[src/hw/rtl/sh_irr_pkg.sv]
// Shared constants, codes and the pipeline beat type of the SH irradiance evaluator.
package sh_irr_pkg;

    // Field widths
    localparam int COEF_WIDTH   = 32;
    localparam int NORMAL_WIDTH = 16;
    localparam int TERM_W       = 4;
    localparam int CHN_W        = 2;
    localparam int OUT_W        = 32;

    // Basis geometry
    localparam int NUM_TERMS = 9;
    localparam int NUM_CHN   = 3;

    // Fixed-point layout: normals are Q1.NFRAC, basis and results are Q.16
    localparam int FRAC_OUT = 16;
    localparam int NFRAC    = NORMAL_WIDTH - 2;
    localparam int QSH      = 2 * NFRAC - FRAC_OUT;
    localparam int QRND     = (QSH == 0) ? 0 : (1 << (QSH - 1));
    localparam int LRND     = 1 << (NFRAC - 1);
    localparam int HALF16   = 1 << (FRAC_OUT - 1);
    localparam int ONE_Q16  = 1 << FRAC_OUT;

    // Value ranges: linear terms stay within 17 bits, rounded component
    // products within 2^18, basis values within 20 bits, whatever NORMAL_WIDTH.
    localparam int CONST_W = 18;
    localparam int LIN_W   = 18;
    localparam int QUAD_W  = 20;
    localparam int BASIS_W = 21;
    localparam int PROD_W  = COEF_WIDTH + BASIS_W;
    localparam int ACC_W   = PROD_W + 4;

    // Basis constants in Q.16, rounded to nearest
    localparam logic signed [CONST_W-1:0] K_C0 = 18'sd18487;
    localparam logic signed [CONST_W-1:0] K_C1 = 18'sd32021;
    localparam logic signed [CONST_W-1:0] K_C2 = 18'sd71601;
    localparam logic signed [CONST_W-1:0] K_C3 = 18'sd20670;
    localparam logic signed [CONST_W-1:0] K_C4 = 18'sd35801;

    // Accumulator seed carries the final round-to-nearest half
    localparam logic signed [ACC_W-1:0] ACC_RND = ACC_W'(HALF16);
    localparam logic signed [ACC_W-1:0] SAT_MAX = ACC_W'((64'sd1 <<< (OUT_W - 1)) - 64'sd1);
    localparam logic signed [ACC_W-1:0] SAT_MIN = ACC_W'(-(64'sd1 <<< (OUT_W - 1)));

    // Operation codes
    typedef enum logic {
        OP_LOAD = 1'b0,
        OP_EVAL = 1'b1
    } t_op;

    // Channel code that names no channel
    localparam logic [CHN_W-1:0] CHN_NONE = 2'd3;

    // One beat moving down the row of term cells
    typedef struct packed {
        logic                                 eval;
        logic [TERM_W-1:0]                    idx;
        logic [CHN_W-1:0]                     chn;
        logic [COEF_WIDTH-1:0]                val;
        logic [NUM_TERMS-1:0][BASIS_W-1:0]    basis;
        logic [NUM_CHN-1:0][ACC_W-1:0]        acc;
        logic [NUM_CHN-1:0][PROD_W-1:0]       prod;
    } t_beat;

endpackage

[src/hw/rtl/sh_irr_out.sv]
// Final sum, rounding and saturation of the three channel results into the output register.
module sh_irr_out import sh_irr_pkg::*; (
    input  logic                    i_clk,
    input  logic                    i_rst_n,
    input  logic                    i_valid,
    output logic                    o_ready,
    input  t_beat                   i_beat,
    output logic                    o_valid,
    output logic signed [OUT_W-1:0] o_irr_red,
    output logic signed [OUT_W-1:0] o_irr_green,
    output logic signed [OUT_W-1:0] o_irr_blue,
    input  logic                    i_stall
);

    logic                          r_valid;
    logic [NUM_CHN-1:0][OUT_W-1:0] r_irr;
    logic [NUM_CHN-1:0][OUT_W-1:0] n_irr;
    logic signed [ACC_W-1:0]       total;
    logic signed [ACC_W-1:0]       shifted;

    assign o_ready     = !r_valid || !i_stall;
    assign o_valid     = r_valid;
    assign o_irr_red   = $signed(r_irr[0]);
    assign o_irr_green = $signed(r_irr[1]);
    assign o_irr_blue  = $signed(r_irr[2]);

    // Add the last product, drop the fraction, clamp to 32 bits
    always_comb begin
        total   = '0;
        shifted = '0;
        for (int c = 0; c < NUM_CHN; c++) begin
            total   = $signed(i_beat.acc[c]) + ACC_W'($signed(i_beat.prod[c]));
            shifted = total >>> FRAC_OUT;
            if (shifted > SAT_MAX) begin
                n_irr[c] = OUT_W'(SAT_MAX);
            end else if (shifted < SAT_MIN) begin
                n_irr[c] = OUT_W'(SAT_MIN);
            end else begin
                n_irr[c] = OUT_W'(shifted);
            end
        end
    end

    // Keep evaluate beats, drop load beats
    always_ff @(posedge i_clk) begin
        if (!i_rst_n) begin
            r_valid <= 1'b0;
        end else if (o_ready) begin
            r_valid <= i_valid && i_beat.eval;
        end
    end

    always_ff @(posedge i_clk) begin
        if (o_ready) begin
            r_irr <= n_irr;
        end
    end

`ifndef SYNTHESIS
    // A held result is not lost while the sink stalls
    a_hold_result: assert property (@(posedge i_clk) disable iff (!i_rst_n)
        o_valid && i_stall |=> o_valid)
        else $error("result dropped under stall");

    // A load beat yields no result
    a_load_no_result: assert property (@(posedge i_clk) disable iff (!i_rst_n)
        i_valid && o_ready && !i_beat.eval |=> !o_valid)
        else $error("result produced by a load beat");
`endif

endmodule
[config.mk]
export PLATFORM = sky130hd
export DESIGN_NAME = sh_irr_out
export DESIGN_NICKNAME = d
export VERILOG_FILES = /design/src/hw/rtl/sh_irr_pkg.sv /design/src/hw/rtl/sh_irr_out.sv
export SDC_FILE = /design/constraint.sdc
export NUM_CORES = 1
export LEC_CHECK = 0
export BUFFER_PORTS_ARGS = -buffer_cell sky130_fd_sc_hd__buf_2
export CAP_MARGIN = 15
export CORE_AREA = 2 2 260 262
export CTS_CLUSTER_DIAMETER = 100
export DETAILED_ROUTE_END_ITERATION = 6
export DIE_AREA = 0 0 262 264
export HOLD_SLACK_MARGIN = 0.06
export PLACE_DENSITY = 0.49
export SLEW_MARGIN = 20
export SYNTH_ARGS = -nofsm -noshare
export SYNTH_HDL_FRONTEND = slang
export SYNTH_SLANG_ARGS = --single-unit
[constraint.sdc]
create_clock -name i_clk -period 4.61 [get_ports i_clk]
set_clock_uncertainty 0.1 [all_clocks]
set_input_delay 0.2305 -clock i_clk [delete_from_list [all_inputs] [get_ports i_clk]]
set_output_delay 0.2305 -clock i_clk [all_outputs]
set_load 0.005 [all_outputs]
==> results of run 1 <==
## per-layer routing
| metal | share of wire | vias to the layer above | track usage | wire length (um) |
|---|---|---|---|---|
| li1 | - | 6860 | - | - |
| met1 | 0.44 | 6753 | 0.199 | 24400 |
| met2 | 0.47 | 587 | 0.263 | 26200 |
| met3 | 0.075 | 59 | 0.0334 | 4210 |
| met4 | 0.020 | 6 | 0.0415 | 1140 |
| met5 | 0.00061 | - | 0 | 34 |
## flip-flops by register name, indices dropped and copies added, names as in the netlist
| register | cells |
|---|---|
| o_irr_red | 32 |
| o_valid | 1 |
| o_irr_blue | 32 |
| o_irr_green | 32 |
## Yosys cell counts (4+ instances only)
cell and count:
xor2_1 48, nand3_1 23, a21boi_0 8, a211oi_2 4, a31o_2 6, a41o_1 4
edfxtp_1 96, inv_1 52, a2111oi_0 4, a31oi_1 14, o31ai_1 20, nor3_1 32
or2_2 7, a221oi_1 8, clkbuf_1 52, a41oi_1 4, ha_1 165, nor3b_1 5
a22oi_1 6, buf_2 16, a21oi_1 192, nand2_1 134, a21o_1 85, nor2b_1 6
and3_1 13, o21ai_1 18, o211ai_1 17, o21bai_1 42, and2_1 8, o21ai_0 150
nand2b_1 8, a211oi_1 18, nand4_1 65, nor2_1 94, and4_1 10, o22ai_1 6
o41ai_2 4, nor4_1 8, xnor2_1 67, or3_1 7, o21a_1 11
## power groups by stage
stage,registers (mW),clock network (mW),logic (mW)
after detailed placement,1.37,0,2.31
after global routing,1.37,0.842,2.55
after global placement,1.37,0,2.31
after floorplan,1.38,0,1.26
final,1.35,0.774,2.32
after CTS,1.36,0.823,2.33
## cells by family after synthesis
family,synth area share
simple gates,0.162
xor+xnor,0.0791
buf+inv,0.0405
compound gates,0.326
fa+ha+maj,0.162
mux,0.00236
flops,0.228
## worst max-delay path, stage by stage
cell	delay [ps]
buf_2	100
ha_1	340
a211oi_1	450
o21ai_1	150
o31ai_2	340
nand3_1	200
a211oi_2	360
nand2_1	160
o41ai_2	280
o22ai_1	150
or4_1	560
o41a_1	450
buf_12	180
a31o_2	220
## area by class of cell
| class | count | area [um2] |
|---|---|---|
| sequential | 97 | 2900 |
| multi-input combinational | 1360 | 9340 |
| clock inverter | 7 | 52.6 |
| inverter | 52 | 195 |
| tap | 873 | 1090 |
| clock buffer | 9 | 225 |
| antenna | 2 | 5.00 |
| fill | 7492 | 50200 |
| timing repair buffer | 476 | 2560 |
## stage by stage
step / utilization / hold WS, ps / cells / setup WS (ps) / cell area (um2)
3_3_place_gp: 0.241 / 398 / 2855 / 136 / 16000
4_1_cts: 0.246 / 276 / 2873 / 467 / 16300
2_1_floorplan: - / 278 / 1584 / 934 / 12700
3_5_place_dp: 0.241 / 403 / 2855 / 107 / 16000
6_report: 0.246 / 293 / 2876 / 483 / 16400
5_1_grt: 0.246 / 284 / 2875 / 232 / 16400
## layout by cell type, fill, tap and decap left out, drive strengths merged, types with 9 or more instances in the layout
cell / instances
a211oi: 22
a21o: 85
a21oi: 193
a31oi: 15
and3: 13
and4: 10
buf: 474
clkbuf: 9
edfxtp: 96
ha: 165
inv: 54
nand2: 134
nand3: 23
nand4: 66
nor2: 94
nor3: 32
o211ai: 17
o21a: 11
o21ai: 168
o21bai: 42
o31ai: 23
xnor2: 67
xor2: 48
## worst max-delay path by stage
stage	from	to	slack, ps	cells past startpoint
6_report	i_beat[8]	o_irr_red[23]	480	14
5_1_grt	i_beat[96]	o_irr_green[7]	230	14
4_1_cts	i_beat[96]	o_irr_green[7]	470	14
3_5_place_dp	i_beat[96]	o_irr_green[7]	110	14
3_3_place_gp	i_beat[8]	o_irr_red[23]	140	14
2_1_floorplan	i_beat[96]	o_irr_green[25]	930	13
## repair_timing
action                                 CTS  global route
buffers inserted                         0             0
hold buffers                             2             0
endpoints found under the hold margin    1             0
resized for setup                        0             0
==> impl_metrics.tcl, run 1 <==
set metrics [dict create \
    min_from "i_beat[215]" \
    grt_max_degree 67 \
    final_hold_viol_count 0 \
    cts_tree "yes" \
    postRouteWirelength_mm 56.0 \
    fp.dieH_um 264 \
    fp-row-count 95 \
    r2r_slack_ps 2170 \
    core-area_mm2 0.0666 \
    setup_viol_count_final 0 \
    ctsHtreeMaxLevel 3 \
    async_flop_share 0 \
    crit_type "primary input to flip-flop" \
    cts_buffers 9 \
    drt_iter0_markers 950 \
    hold_end "o_irr_red[31]" \
    p_seq_frac 0.304 \
    combinationalPowerShare 0.522 \
    worstPathRequired_ps 4660 \
    yosysSeqAreaShare 0.228 \
    synth_seq_cells 97 \
    synthCells 1584 \
    cp-end-kind "flip-flop" \
    gr-usage-all-layers 0.156 \
    power_per_cell_area_mw_per_mm2 271 \
    ys_warn_count 0 \
    num-nets-final 2723 \
    min_period_ps 4130 \
    p_sw_mw 1.85 \
    dr.pass1.iters 7 \
    yosysUniqueCellTypes 70 \
    grt_pass1_vias 14351 \
    drive_gt1_frac 0.261 \
    grt_overflow 0 \
    hold_class "primary input to flip-flop" \
    r2r_end "o_valid" \
    cts_root_buf "clkbuf_16" \
    peakVddDrop_mv 0.139 \
    r2r_cells 5 \
    top_level_ports 660 \
    place_congestion 0.884 \
    r2r-start "o_valid" \
    place.port_buffers 432 \
    grt_pass1_wl_mm 83.1 \
    clock_sinks 97 \
    viasPerCell 4.96 \
    timing.fmax_mhz 242 \
    relSlewSlack 0.561 \
    path_clk_slew_ps 90 \
    synth-edff-count 96 \
    synth_area_leaders "edfxtp_1, ha_1, a21oi_1" \
    vias 14265 \
    intPower_mw 2.58 \
    pwr-share-clk 0.174 \
    synth_top_cell_area_share 0.226 \
    antenna_left 0 \
    dieWidth_um 262 \
    p_leak_nw 7.16 \
    synth_area_mm2 0.0127 \
    syn-num-nets 2311 \
    hpwl_mm 48.2 \
    worstPathArrival_ps 4180 \
    area_growth_pct 28.6 \
    ys.flop_type "edfxtp_1" \
    insertion_delay_ps 390 \
    yosysTopAreaCell "edfxtp_1" \
    start_kind "primary input" \
    p_total_mw 4.44 \
    start_util 0.191 \
    finalMaxSlewViolations 0 \
    worstMarginPinSlew_ps 652 \
    hold_depth 4 \
    clock_path_buffers 2 \
    syn_area_per_cell_um2 8.04 \
    setup-tns-final_ps 0 \
    critPathMaxFanout 18 \
    post_drt_wl_per_cell_um 19.5 \
    status "complete, no violations" \
    sw_frac_of_total 0.418 \
    antenna_found_initial 6 \
    maxCapViolations 0 \
    rsz0062_at_grt "false" \
    die_area_mm2 0.0692 \
    post-route-period-util 0.895 \
    drcViolationCount 0 \
]
No activity file was read; power rests on OpenSTA's default activity.
==> inputs of run 2 (changes only) <==
--- a/config.mk
+++ b/config.mk
@@ -12,7 +12,7 @@
 export DETAILED_ROUTE_END_ITERATION = 6
 export DIE_AREA = 0 0 262 264
 export HOLD_SLACK_MARGIN = 0.06
-export PLACE_DENSITY = 0.49
+export PLACE_DENSITY = 0.5
 export SLEW_MARGIN = 20
 export SYNTH_ARGS = -nofsm -noshare
 export SYNTH_HDL_FRONTEND = slang
==> constraint.sdc (replaced) <==
create_clock -name i_clk -period 3.6 [get_ports i_clk]
set_clock_uncertainty 0.1 [all_clocks]
set_input_delay 0.18 -clock i_clk [delete_from_list [all_inputs] [get_ports i_clk]]
set_output_delay 0.18 -clock i_clk [all_outputs]
set_load 0.005 [all_outputs]
==> run 2 against run 1 <==
Net effect: the flow now finishes with violations (negative setup slack); worst hold slack better by 26 ps; non-clock buffer count up 404; final area up 25%; routed wire length up 13%; critical endpoint is now o_irr_red[12].
==> impl_metrics.tcl, run 2 (synthesized netlist as in run 1, its figures left out) <==
set metrics [dict create \
    dieWidth_um 262 \
    hpwl_mm 52.1 \
    status "finished with violations" \
    finalMaxSlewViolations 0 \
    hold_class "primary input to flip-flop" \
    min_period_ps 3690 \
    timing.fmax_mhz 271 \
    fp.dieH_um 264 \
    relSlewSlack 0.518 \
    grt_pass1_wl_mm 90.8 \
    violations "negative setup slack" \
    final_common_cell "buf_2" \
    antenna_left 0 \
    critPathLaunch "i_beat[6]" \
    dpl-instance-area_mm2 0.0188 \
    die_area_mm2 0.0692 \
    rsz0062_at_grt "true" \
    layout.cells.non_filler 3283 \
    crit_type "primary input to flip-flop" \
    setup_viol_count_final 30 \
    min_from "i_beat[215]" \
    maxCapViolations 0 \
    ctsHtreeMaxLevel 3 \
    top_level_ports 660 \
    core-area_mm2 0.0666 \
    dr.pass1.iters 5 \
    drcViolationCount 0 \
    cp-end-kind "flip-flop" \
    worstMarginPinSlew_ps 724 \
    peakVddDrop_mv 0.175 \
    fin_util 0.307 \
    grt_max_degree 59 \
    gr-usage-all-layers 0.170 \
    antenna_found_initial 12 \
    critPathMaxFanout 6 \
    drt_iter0_markers 770 \
    worstPathRequired_ps 3650 \
    power_per_cell_area_mw_per_mm2 331 \
    place.port_buffers 432 \
    viasPerCell 4.79 \
    postRouteWirelength_mm 63.3 \
    start_kind "primary input" \
    grt_pass1_vias 15807 \
    place_inst 3222 \
    vias 15727 \
    r2r-start "o_valid" \
    clock_path_buffers 2 \
    path_clk_slew_ps 100 \
    worstPathArrival_ps 3740 \
    grt_overflow 0 \
    fp-row-count 95 \
    post-route-period-util 1.02 \
    clock_sinks 97 \
    pre_cts_slack_ps -795 \
    cts_tree "yes" \
    final_cell_mix "buf_2, buf_4, a21oi_1, ha_1, nand2_1" \
    num-nets-final 3127 \
    cts_buffers 9 \
    r2r_slack_ps 1790 \
    final_area_mm2 0.0205 \
    drive_gt1_frac 0.437 \
    area_growth_pct 60.8 \
    p_leak_nw 9.33 \
    setup_ws_ps -89.0 \
    final_hold_viol_count 0 \
    start_util 0.191 \
    cts_root_buf "clkbuf_16" \
    post_drt_wl_per_cell_um 19.3 \
    place_congestion 0.915 \
    insertion_delay_ps 390 \
]
==> run 2: changes by cell type in the layout (fill, tap and decap cells not counted), moves of 6 or more <==
| cell | previous run | this run |
|---|---|---|
| a21oi_2 | 1 | 11 |
| o21ai_1 | 18 | 47 |
| ha_1 | 165 | 142 |
| ha_4 | 0 | 16 |
| o21ai_0 | 150 | 91 |
| a211oi_1 | 18 | 10 |
| o21ai_2 | 0 | 26 |
| o31ai_1 | 20 | 12 |
| buf_4 | 37 | 426 |
| nor3_1 | 32 | 26 |
| a21oi_1 | 192 | 180 |
| ha_2 | 0 | 7 |
| buf_6 | 0 | 13 |
==> run 2: area by class of cell <==
class | instances | area, um2
diodes | 5 | 12.5
clock buffers | 9 | 225
clock inverters | 7 | 70.1
fillers | 7196 | 46100
inverters | 52 | 195
multi-input cells | 1360 | 10200
flip-flops and latches | 97 | 2900
well taps | 873 | 1090
repair buffers | 880 | 5770
==> run 2: path summary, 6_finish.rpt <==
kind	cells past startpoint	end
worst max-delay path	16	o_irr_red[12]
worst min-delay path	5	o_irr_red[31]
worst max register to register	3	o_valid
worst min register to register	1	o_irr_red[16]
==> run 2: routing by layer <==
metal  vias to the layer above  track usage  share of wire
li1                       7686            -              -
met3                        64       0.0380          0.070
met2                       482        0.291           0.48
met5                         -            0        0.00096
met1                      7485        0.217           0.44
met4                        10       0.0310          0.015
==> run 2: power breakdown <==
part | leakage, nW | total (mW) | internal [mW] | switching, mW
combinational | 8.22 | 3.97 | 1.86 | 2.11
sequential | 0.962 | 1.75 | 1.62 | 0.125
clock | 0.147 | 1.06 | 0.492 | 0.569
total | 9.33 | 6.78 | 3.98 | 2.81
==> run 2: critical path, stage by stage <==
cell and delay [ps]:
buf_2 100, ha_1 330, a21oi_1 290, nor2_1 100, o31ai_2 280, buf_4 180, a31oi_1 110, buf_4 180
o31a_1 310, a21oi_2 220, o31ai_2 110, a31oi_1 240, xnor2_1 130, o41a_1 560, buf_2 240, a21o_1 160
==> run 2: what timing repair did <==
action / 4_1_cts / 5_1_grt
hold buffers: 2 / 0
pin swaps: 5 / 51
endpoints found under the setup margin: 92 / 93
setup buffers: 17 / 12
endpoints found under the hold margin: 1 / 0
cloned: 1 / 8
resized for setup: 25 / 202
==> run 2: through the flow <==
step / total power, mW / hold slack (ps) / TNS, ps
after floorplan: 3.38 / 227 / 0
after global placement: 5.27 / 344 / -48750
after detailed placement: 5.27 / 350 / -55050
after CTS: 6.46 / 279 / 0
after global routing: 7.24 / 357 / -5670
final: 6.78 / 319 / -1900
